### config.mk
export PLATFORM = sky130hd
export DESIGN_NAME = csv_stream_tokenizer_top
export DESIGN_NICKNAME = d
export VERILOG_FILES = /design/src/rtl/core/cst_pkg.sv /design/src/rtl/core/cst_step.sv /design/src/rtl/core/csv_stream_tokenizer_top.sv
export SDC_FILE = /design/constraint.sdc
export NUM_CORES = 1
export LEC_CHECK = 0
export BUFFER_PORTS_ARGS = -buffer_cell sky130_fd_sc_hd__buf_4
export CAP_MARGIN = 20
export CORE_ASPECT_RATIO = 0.5
export CORE_MARGIN = 2
export CORE_UTILIZATION = 43
export DETAILED_ROUTE_END_ITERATION = 10
export GPL_ROUTABILITY_DRIVEN = 0
export GPL_TIMING_DRIVEN = 0
export SLEW_MARGIN = 0
export SYNTH_ARGS = -nofsm -noshare
export SYNTH_HDL_FRONTEND = slang
export SYNTH_HIERARCHICAL = 1
export SYNTH_SLANG_ARGS = --single-unit
### constraint.sdc
create_clock -name clk -period 3.8 [get_ports clk]
set_input_delay 0.38 -clock clk [delete_from_list [all_inputs] [get_ports clk]]
set_output_delay 0.38 -clock clk [all_outputs]
set_load 0.05 [all_outputs]
### src/rtl/core/cst_pkg.sv
// Package for the CSV stream tokenizer: token and parser state types, character
// constants and the per-byte parsing functions shared by the step logic.
// No dependencies.
package cst_pkg;

    localparam logic [7:0] BOM0     = 8'hEF;
    localparam logic [7:0] BOM1     = 8'hBB;
    localparam logic [7:0] BOM2     = 8'hBF;
    localparam logic [7:0] CH_QUOTE = 8'h22;
    localparam logic [7:0] CH_COMMA = 8'h2C;
    localparam logic [7:0] CH_CR    = 8'h0D;
    localparam logic [7:0] CH_LF    = 8'h0A;

    // Largest number of tokens one request can produce.
    localparam int unsigned MAX_TOKENS = 3;

    typedef enum logic [1:0] {
        KIND_DATA  = 2'd0,
        KIND_FIELD = 2'd1,
        KIND_ROW   = 2'd2
    } kind_t;

    typedef enum logic [1:0] {
        BOM_START = 2'd0,
        BOM_EF    = 2'd1,
        BOM_EFBB  = 2'd2,
        BOM_PAST  = 2'd3
    } bom_t;

    typedef struct packed {
        logic in_quoted;
        logic quote_seen;
        logic after_cr;
        logic row_has_data;
        logic field_has_data;
        logic row_started;
    } parse_t;

    typedef struct packed {
        logic       valid;
        kind_t      kind;
        logic [7:0] data;
        logic       empty;
    } tok_t;

    typedef struct packed {
        parse_t st;
        tok_t   tok;
    } step_t;

    function automatic step_t data_fn(parse_t st, logic [7:0] c);
        step_t r;
        r                      = '0;
        r.st                   = st;
        r.st.field_has_data    = 1'b1;
        r.tok.valid            = 1'b1;
        r.tok.kind             = KIND_DATA;
        r.tok.data             = c;
        return r;
    endfunction

    function automatic step_t rowend_fn(parse_t st);
        step_t r;
        r                   = '0;
        r.st                = st;
        r.tok.valid         = 1'b1;
        r.tok.kind          = KIND_ROW;
        r.tok.empty         = ~(st.row_has_data | st.field_has_data);
        r.st.row_has_data   = 1'b0;
        r.st.field_has_data = 1'b0;
        r.st.row_started    = 1'b0;
        return r;
    endfunction

    // Handling of a byte outside quotes.
    function automatic step_t plain_fn(parse_t st, logic [7:0] c);
        step_t r;
        r    = '0;
        r.st = st;
        if (c == CH_QUOTE)
        begin
            r.st.in_quoted = 1'b1;
        end
        else if (c == CH_COMMA)
        begin
            r.tok.valid         = 1'b1;
            r.tok.kind          = KIND_FIELD;
            r.st.row_started    = 1'b1;
            r.st.row_has_data   = st.row_has_data | st.field_has_data;
            r.st.field_has_data = 1'b0;
        end
        else if (c inside {CH_CR, CH_LF})
        begin
            r             = rowend_fn(st);
            r.st.after_cr = (c == CH_CR);
        end
        else
        begin
            r = data_fn(st, c);
        end
        return r;
    endfunction

    // Handling of one stream byte; yields at most one token.
    function automatic step_t body_fn(parse_t st, logic [7:0] c);
        step_t r;
        logic  skip;
        r    = '0;
        r.st = st;
        skip = 1'b0;
        if (st.after_cr)
        begin
            r.st.after_cr = 1'b0;
            skip          = (c == CH_LF);
        end
        if (!skip)
        begin
            if (r.st.in_quoted)
            begin
                if (r.st.quote_seen)
                begin
                    r.st.quote_seen = 1'b0;
                    if (c == CH_QUOTE)
                    begin
                        r = data_fn(r.st, c);
                    end
                    else
                    begin
                        r.st.in_quoted = 1'b0;
                        r              = plain_fn(r.st, c);
                    end
                end
                else if (c == CH_QUOTE)
                begin
                    r.st.quote_seen = 1'b1;
                end
                else
                begin
                    r = data_fn(r.st, c);
                end
            end
            else
            begin
                r = plain_fn(r.st, c);
            end
        end
        return r;
    endfunction

endpackage

### src/rtl/core/cst_step.sv
// Combinational step logic of the CSV stream tokenizer: byte order mark match,
// replay of a partial mark and up to three tokens for one request.
// Depends on cst_pkg.
module cst_step (
    input  logic                                  cmd,
    input  logic [7:0]                            in_byte,
    input  cst_pkg::bom_t                         bom_phase,
    input  cst_pkg::parse_t                       parse,
    output cst_pkg::bom_t                         bom_next,
    output cst_pkg::parse_t                       parse_next,
    output cst_pkg::tok_t [cst_pkg::MAX_TOKENS-1:0] toks
);
    import cst_pkg::*;

    logic [2:0] en;
    logic [7:0] b0;
    logic [7:0] b1;
    logic [7:0] b2;
    step_t      r0;
    step_t      r1;
    step_t      r2;
    step_t      eos;

    // The bytes to feed through the parser, in order, with their enables.
    always_comb
    begin
        en       = 3'b000;
        b0       = BOM0;
        b1       = BOM1;
        b2       = in_byte;
        bom_next = bom_phase;
        if (cmd)
        begin
            en[0]    = (bom_phase == BOM_EF) || (bom_phase == BOM_EFBB);
            en[1]    = (bom_phase == BOM_EFBB);
            bom_next = BOM_START;
        end
        else
        begin
            case (bom_phase)
                BOM_START:
                begin
                    if (in_byte == BOM0)
                    begin
                        bom_next = BOM_EF;
                    end
                    else
                    begin
                        bom_next = BOM_PAST;
                        en[2]    = 1'b1;
                    end
                end
                BOM_EF:
                begin
                    if (in_byte == BOM1)
                    begin
                        bom_next = BOM_EFBB;
                    end
                    else
                    begin
                        bom_next = BOM_PAST;
                        en[0]    = 1'b1;
                        en[2]    = 1'b1;
                    end
                end
                BOM_EFBB:
                begin
                    bom_next = BOM_PAST;
                    if (in_byte != BOM2)
                    begin
                        en = 3'b111;
                    end
                end
                BOM_PAST:
                begin
                    en[2] = 1'b1;
                end
                default:
                begin
                    bom_next = BOM_PAST;
                    en[2]    = 1'b1;
                end
            endcase
        end
    end

    // Three chained parser steps, each passing its state on when disabled.
    always_comb
    begin
        if (en[0])
        begin
            r0 = body_fn(parse, b0);
        end
        else
        begin
            r0    = '0;
            r0.st = parse;
        end
        if (en[1])
        begin
            r1 = body_fn(r0.st, b1);
        end
        else
        begin
            r1    = '0;
            r1.st = r0.st;
        end
        if (en[2])
        begin
            r2 = body_fn(r1.st, b2);
        end
        else
        begin
            r2    = '0;
            r2.st = r1.st;
        end
        eos = '0;
        if (r1.st.field_has_data || r1.st.row_started)
        begin
            eos = rowend_fn(r1.st);
        end
    end

    always_comb
    begin
        toks[0] = r0.tok;
        toks[1] = r1.tok;
        if (cmd)
        begin
            toks[2]    = eos.tok;
            parse_next = '0;
        end
        else
        begin
            toks[2]    = r2.tok;
            parse_next = r2.st;
        end
    end

endmodule

### src/rtl/core/csv_stream_tokenizer_top.sv
// Top level of the CSV stream tokenizer: input register, parser state, step
// logic and a four-entry token queue. Depends on cst_pkg and cst_step.
//
//  Channel | Handshake             | Payload                            | Dir
//  --------+-----------------------+------------------------------------+-----
//  byte    | byte_valid/byte_stall | cmd, in_byte                       | in
//  tok     | tok_valid/tok_stall   | kind, out_byte, row_empty, last    | out
//
// A request is accepted into the input register and processed once the token
// queue holds at most one token; its tokens are visible from the cycle after
// that. Requests yielding at most one token flow at one per cycle while the
// token port does not stall; a request yielding two or three tokens (a replayed
// mark, end of stream) holds the input register until the queue holds at most
// one token. Reset clears the parser state, the input register and the queue;
// the first byte after reset is tested for the start of a byte order mark. A
// stall on the token port back-pressures the byte port through the queue.
module csv_stream_tokenizer_top (
    input  logic                clk,
    input  logic                rst_n,
    input  logic                byte_valid,
    output logic                byte_stall,
    input  logic                cmd,
    input  logic [7:0]          in_byte,
    output logic                tok_valid,
    input  logic                tok_stall,
    output logic [1:0]          kind,
    output logic [7:0]          out_byte,
    output logic                row_empty,
    output logic                last
);
    import cst_pkg::*;

    localparam int unsigned QDEPTH = 4;
    localparam int unsigned PTR_W  = $clog2(QDEPTH);
    localparam int unsigned CNT_W  = $clog2(QDEPTH + 1);

    // Input register.
    logic                ir_valid_reg;
    logic                ir_cmd_reg;
    logic [7:0]          ir_byte_reg;

    // Parser state.
    bom_t                bom_reg;
    bom_t                bom_next;
    parse_t              parse_reg;
    parse_t              parse_next;

    tok_t [MAX_TOKENS-1:0] toks;

    // Token queue.
    kind_t               q_kind_reg  [QDEPTH];
    logic [7:0]          q_data_reg  [QDEPTH];
    logic                q_empty_reg [QDEPTH];
    logic                q_last_reg  [QDEPTH];
    logic [PTR_W-1:0]    wr_ptr_reg;
    logic [PTR_W-1:0]    rd_ptr_reg;
    logic [CNT_W-1:0]    count_reg;
    logic [CNT_W-1:0]    count_next;

    logic                fire;
    logic                accept;
    logic                pop;
    logic [PTR_W-1:0]    ofs [MAX_TOKENS];
    logic [1:0]          nwr;
    logic [MAX_TOKENS-1:0] tok_last;

    cst_step u_step (
        .cmd        (ir_cmd_reg),
        .in_byte    (ir_byte_reg),
        .bom_phase  (bom_reg),
        .parse      (parse_reg),
        .bom_next   (bom_next),
        .parse_next (parse_next),
        .toks       (toks)
    );

    // The queue must have room for the largest burst of tokens before a request
    // is processed; this leaves the byte stall free of any path from tok_stall.
    assign fire       = ir_valid_reg && (count_reg <= CNT_W'(QDEPTH - MAX_TOKENS));
    assign byte_stall = ir_valid_reg && !fire;
    assign accept     = byte_valid && !byte_stall;
    assign tok_valid  = (count_reg != '0);
    assign pop        = tok_valid && !tok_stall;

    // Tokens are packed into consecutive queue slots, skipping empty ones; the
    // final valid token of a request carries the last mark.
    always_comb
    begin
        ofs[0]      = '0;
        ofs[1]      = PTR_W'(toks[0].valid);
        ofs[2]      = PTR_W'(toks[0].valid) + PTR_W'(toks[1].valid);
        nwr         = 2'(toks[0].valid) + 2'(toks[1].valid) + 2'(toks[2].valid);
        tok_last[2] = toks[2].valid;
        tok_last[1] = toks[1].valid && !toks[2].valid;
        tok_last[0] = toks[0].valid && !toks[1].valid && !toks[2].valid;
        count_next  = count_reg - CNT_W'(pop) + (fire ? CNT_W'(nwr) : '0);
    end

    always_ff @(posedge clk or negedge rst_n)
    begin
        if (!rst_n)
        begin
            ir_valid_reg <= 1'b0;
            bom_reg      <= BOM_START;
            parse_reg    <= '0;
            wr_ptr_reg   <= '0;
            rd_ptr_reg   <= '0;
            count_reg    <= '0;
        end
        else
        begin
            if (accept)
            begin
                ir_valid_reg <= 1'b1;
            end
            else if (fire)
            begin
                ir_valid_reg <= 1'b0;
            end
            if (fire)
            begin
                bom_reg    <= bom_next;
                parse_reg  <= parse_next;
                wr_ptr_reg <= wr_ptr_reg + PTR_W'(nwr);
            end
            if (pop)
            begin
                rd_ptr_reg <= rd_ptr_reg + PTR_W'(1);
            end
            count_reg <= count_next;
        end
    end

    always_ff @(posedge clk)
    begin
        if (accept)
        begin
            ir_cmd_reg  <= cmd;
            ir_byte_reg <= in_byte;
        end
        if (fire)
        begin
            for (int i = 0; i < MAX_TOKENS; i++)
            begin
                if (toks[i].valid)
                begin
                    q_kind_reg[wr_ptr_reg + ofs[i]]  <= toks[i].kind;
                    q_data_reg[wr_ptr_reg + ofs[i]]  <= toks[i].data;
                    q_empty_reg[wr_ptr_reg + ofs[i]] <= toks[i].empty;
                    q_last_reg[wr_ptr_reg + ofs[i]]  <= tok_last[i];
                end
            end
        end
    end

    assign kind      = q_kind_reg[rd_ptr_reg];
    assign out_byte  = q_data_reg[rd_ptr_reg];
    assign row_empty = q_empty_reg[rd_ptr_reg];
    assign last      = q_last_reg[rd_ptr_reg];

endmodule

Yosys cells after proc, flatten, opt, wreduce, memory -nomap -nowiden
Memory sizes are Yosys's and may differ from the RTL's.
Cells that the tools add are included.

word-level totals
  register bits after elaboration = 25
  latch bits = 0
  bits in writable memories = 48
  bits in read-only memories = 0
  bits of input ports = 13
  logic and storage cells = 115
  memories kept = 4

memory list
  memory       words  width  read ports  clocked after memory_dff  wr ports  line                            RTL
  q_data_reg   4      8      1           0                         3         csv_stream_tokenizer_top.sv:52  logic [7:0] q_data_reg [QDEPTH];
  q_kind_reg   4      2      1           0                         3         csv_stream_tokenizer_top.sv:51  kind_t q_kind_reg [QDEPTH];
  q_empty_reg  4      1      1           0                         3         csv_stream_tokenizer_top.sv:53  logic q_empty_reg [QDEPTH];
  q_last_reg   4      1      1           0                         3         csv_stream_tokenizer_top.sv:54  logic q_last_reg [QDEPTH];

operators by class
  $add $sub $neg = 8
  multiply operators = 0
  div/mod/pow operators = 0
  magnitude comparators = 1
  equal/unequal tests = 10
  shift operators = 0
  mux-type cells = 57
  bitwise operators = 2
  reduce and logical (&&, ||, !) cells = 20

operator list
  operator                                                               number
  18-bit 2-to-1 mux                                                      13
  16-bit 2-to-1 mux                                                      3
  1-bit 2-to-1 mux                                                       25
  12-bit 2-to-1 mux                                                      2
  6-bit 2-to-1 mux                                                       3
  9-bit 2-to-1 mux                                                       2
  8-bit by 4-bit == test with 1-bit output, second input constant        2
  8-bit by 6-bit == test with 1-bit output, second input constant        2
  8-bit == test, second input constant                                   2
  14-bit 2-to-1 mux                                                      1
  2-bit 2-to-1 mux                                                       4
  8-bit != test, second input constant                                   1
  1-bit logical AND                                                      7
  2-bit case mux with 3 select lines                                     1
  1-bit zero test                                                        5
  2-bit by 1-bit adder with 2-bit output                                 2
  2-bit adder                                                            2
  2-bit == test, second input constant                                   2
  1-bit case mux with 4 select lines                                     1
  2-bit nonzero test                                                     2
  4-bit nonzero test                                                     1
  3-bit by 2-bit adder with 3-bit output                                 1
  3-bit by 1-bit <= comparator with 1-bit output, second input constant  1
  3-bit 2-to-1 mux                                                       1
  11 further kinds                                                       12

Depth between registers and ports, before layout
  depth in word-level cells = 24
  gate-level depth with buffers = 15
  gate-level depth less buffers = 15

By module
Netlist, hierarchy kept.

by module, submodules not included
  module                    times used  cells each  area an instance (um^2)  seq. area each (um^2)
  csv_stream_tokenizer_top  1           410         4426.7                   2112.0
  cst_step                  1           128         913.4                    0.0

Worst setup path after synthesis
OpenSTA, ideal clock, no wires.

  kind = register -> register
  start point = register bom_reg[0]
  end point = register count_reg[2]
  library setup time = 0.080 ns
  arrival = 3.885 ns
  data required time = 3.720 ns
  path slack = -0.165 ns
  cell stages (with the launch flop) = 16
  period minus slack after synthesis = 3.965 ns
  cell sequence = dfrtp_1 > inv_1 > ha_1 > o21ai_0 > nand3_4 > o41ai_4 > or2_2 > o21ai_0 > fa_1 > nand2_1 > ha_1 > inv_1 > ha_1 > fa_1 > xnor2_1 > xnor2_1

RTL lines
  element                 line                             RTL
  from (decl)             csv_stream_tokenizer_top.sv:43   bom_t bom_reg;
  from (signal assigned)  csv_stream_tokenizer_top.sv:122  bom_reg <= bom_next;
  to (signal assigned)    csv_stream_tokenizer_top.sv:130  count_reg <= count_next;
  to (decl)               csv_stream_tokenizer_top.sv:57   logic [CNT_W-1:0] count_reg;

==> impl_summary.md <==
Setup path
The peak fanout along the critical path is 5. Data arrives at the worst endpoint at 3880 ps. The worst setup path is captured at a flip-flop. The slowest stage of the critical path is the fa_1 cell.

The delay of the slowest cell on the worst path is 510 ps. The required time at the worst-slack endpoint is 4020 ps. The critical path in this run is classified as flip-flop to flip-flop. The type of element launching the critical path is a flip-flop. The signal on the critical path passes through nand4b_4 > o311ai_4 > nand3_4 > o41ai_4 > or2_4 > o21ai_2 > fa_1 > nand2_1 > ha_1 > inv_1 > ha_1 > fa_1 > xnor2_2 > xnor2_1.

Yosys
The post-synthesis cell type with the largest combined area is edfxtp_1. In the synthesized netlist, the number of instances is 538. The number of enable flip-flop cells after synthesis is 57. The sequential fraction of the synthesis area is 39.55%. Yosys attributes the largest share of cell area to edfxtp_1 32%, dfrtp_1 7.5%, o31ai_1 6.3%, a31oi_1 5.6%, nand4_1 5.4%.

Summed over its instances, the top area cell type makes up 32.05% of the synthesized netlist area. The count of different cell masters after synthesis is 60. Counting flops with an async set or reset pin after synthesis yields a share of 21.92%. During synthesis, Yosys emitted a total of 6 warnings. Averaged over all synthesized cells, the footprint is 9.926 µm².

After synthesis the netlist holds a flip-flop and latch count of 73. In the synthesized netlist the dominant register cell turns out to be edfxtp_1. The cell area that synthesis handed to floorplanning was 5340 µm².

Route
The first routing iteration left 805 violations. The post-detailed-route DRC marker count is 0. The remaining antenna violation count after routing is 0. The detailed-route wire length per cell is 22.22 µm. The iteration count of the initial detailed-routing pass is 8.

After detailed routing, the total wire length is 17,130 µm. Dividing the detail-routed via count by the number of cells gives 6.520. Summing over every cut layer, the via total after detailed routing is 5,027.

Place
At the placement stage, the worst setup path has a slack of -744.4 ps. The HPWL after detailed placement is 12,210 µm. Summing all placed instances gives a cell area of 5828 µm². Buffers placed on the I/O ports in this run total 26.

Floorplanning
The floorplan step defined a core boundary enclosing 11,950 µm². The die covers 13,380 µm². The I/O pin count is 27. In this run the core area contains 28 standard-cell rows. The x dimension of the die is 161.6 µm.

The floorplan step set the die height to 82.80 µm. The effective utilization at floorplan is 44.70%.

Status
The flow ran to the end, and the final reports show no timing, DRC or antenna violations.

Cells and area
In the layout the commonest cells are 63 x buf_4, 57 x edfxtp_1, 48 x a31oi_1. The register with the most flip-flops in the layout has 32 of them. Cells with a size suffix above 1 make up 23.60% of the layout.

Compared with the post-synthesis result, the final layout area differs by 18.70%. The cell area after layout is 6339 µm². Leaving out fill and tap cells, the most frequent cell in the layout is buf_4. The repair_antennas step left the layout with diodes totalling 0. The final layout net count is 629.

CTS
The tree is rooted in a clkbuf_16. TritonCTS built the clock tree. Clock tree synthesis inserted a total of 9 buffers. The deepest level of the CTS H-tree is 3.

The tree built by TritonCTS fans out to 73 sinks. The clock latency on the worst-skew pair is 350 ps. The clock-pin slew of the registers on the worst-case setup and hold paths is 60 ps. The worst-case clock buffer depth is 2.

Global route
The largest net degree at the start of global routing is 17. Summed over all layers, the global routing overflow is 0. The via count of the first global-routing pass is 4,585. The number of antenna violations at the first check in global routing came to 0. The global-route usage over all layers is 26.00%. The first global-routing pass estimated 26,470 µm of wire.

Timing
The maximum operating frequency is 273.1 MHz. At the pin with the least slew margin, the transition time is 1148 ps. The final worst-path cycle share is 96.37%. After layout, the minimum clock period comes to 3662 ps. The final clock skew is 10.28 ps. Setup repair after global routing left no endpoint under its margin.

The summed negative setup slack over all endpoints is 0 ps. The tightest slew margin relative to the limit is 22.92%. The final number of max-transition violations is 0. The count of endpoints failing hold in the final timing report is 0. Setup violations remaining at the end of the flow were counted as 0.

Once routing completed, OpenROAD measured the worst setup slack at 138.0 ps.

Job
The number of violations of the max-capacitance limit is 0.

Worst hold path
The type of the worst min-delay path is input port to flip-flop.
## cell families after synthesis
family | after synthesis | synth area share (%)
buf+inv | 97 | 9.513
mux | 14 | 5.483
fa+ha+maj | 15 | 3.796
compound gates | 133 | 17.88
flops | 73 | 39.55
xor+xnor | 11 | 2.343
other cells | 1 | 0.07022
simple gates | 194 | 21.37
## synthesized netlist by cell type, types with 2 or more instances
cell,number
fa_1,2
xnor2_1,4
ha_1,13
nand2b_1,4
nor2b_1,2
o21ai_0,11
or3_4,4
nor3b_1,3
buf_1,5
o21a_1,3
a21oi_1,4
buf_4,23
or2_2,2
nand3_1,8
a31oi_1,48
nor4_1,44
o211ai_1,3
buf_6,7
a221oi_1,2
o31ai_1,45
buf_2,4
nand4_1,46
nor2_1,10
mux2_2,2
dfrtp_1,16
inv_1,16
nand4b_1,2
nand2_1,41
xor2_1,5
nor3_1,9
clkbuf_1,42
edfxtp_1,57
mux4_2,12
a211oi_1,5
o311ai_0,2
and2_1,8
## layout make-up
class	count	area (µm²)
fill	1094	5608
multi-input combinational	376	2874
sequential	73	2112
buffer	80	450.4
timing repair buffer	45	364.1
clock buffer	9	225.2
tap	165	206.4
inverter	16	60.06
clock inverter	7	46.29
## what timing repair did
action                                 CTS  global route
resized for setup                       13            20
hold buffers                             1             0
endpoints found under the hold margin   16             0
setup endpoints to repair              101            54
buffers inserted                         5             9
pin swaps                                5             5
## worst max-delay path: cells and delay by family (launching register included)
| kind | cells | cell delay (ps) |
|---|---|---|
| adders and majority gates | 4 | 1390 |
| AOI/OAI and AO/OA | 3 | 750 |
| and+or+nand+nor | 4 | 670 |
| DFF | 1 | 410 |
| xor gates and xnor gates | 2 | 280 |
| buffers and inverters | 1 | 40 |
## metrics by stage
stage | utilization, % | std cells | hold WS [ps]
floorplan | - | 546 | 84.41
global placement | 48.31 | 737 | 253.7
finish | 53.06 | 771 | 212.4
detailed placement | 48.79 | 741 | 255.1
CTS | 51.82 | 762 | 211.0
global route | 53.06 | 771 | 210.2
## path summary, 6_finish.rpt
kind / end / from / slack [ps] / cells after the start
worst max-delay path: count_reg[2] / ir_byte_reg[6] / 140 / 14
worst min-delay path: ir_byte_reg[1] / in_byte[1] / 210 / 1
worst max register to register: count_reg[2] / ir_byte_reg[6] / 140 / 14
worst min register to register: parse_reg[3] / parse_reg[3] / 480 / 2
max in group asynchronous: rd_ptr_reg[0] / rst_n / 3170 / 2
min in group asynchronous: bom_reg[1] / rst_n / 430 / 2
## layer usage
layer	wire (µm)	share of wire, %	vias up	track usage, %
li1	-	-	2246	-
met1	7416	43	2379	37.60
met2	6988	41	350	36.67
met3	2278	13	52	8.991
met4	449	2.6	0	6.656
met5	0	0	-	4.167
Power is not shown: default switching activity piles up to over one toggle a cycle in this logic, so the estimate is an artifact.
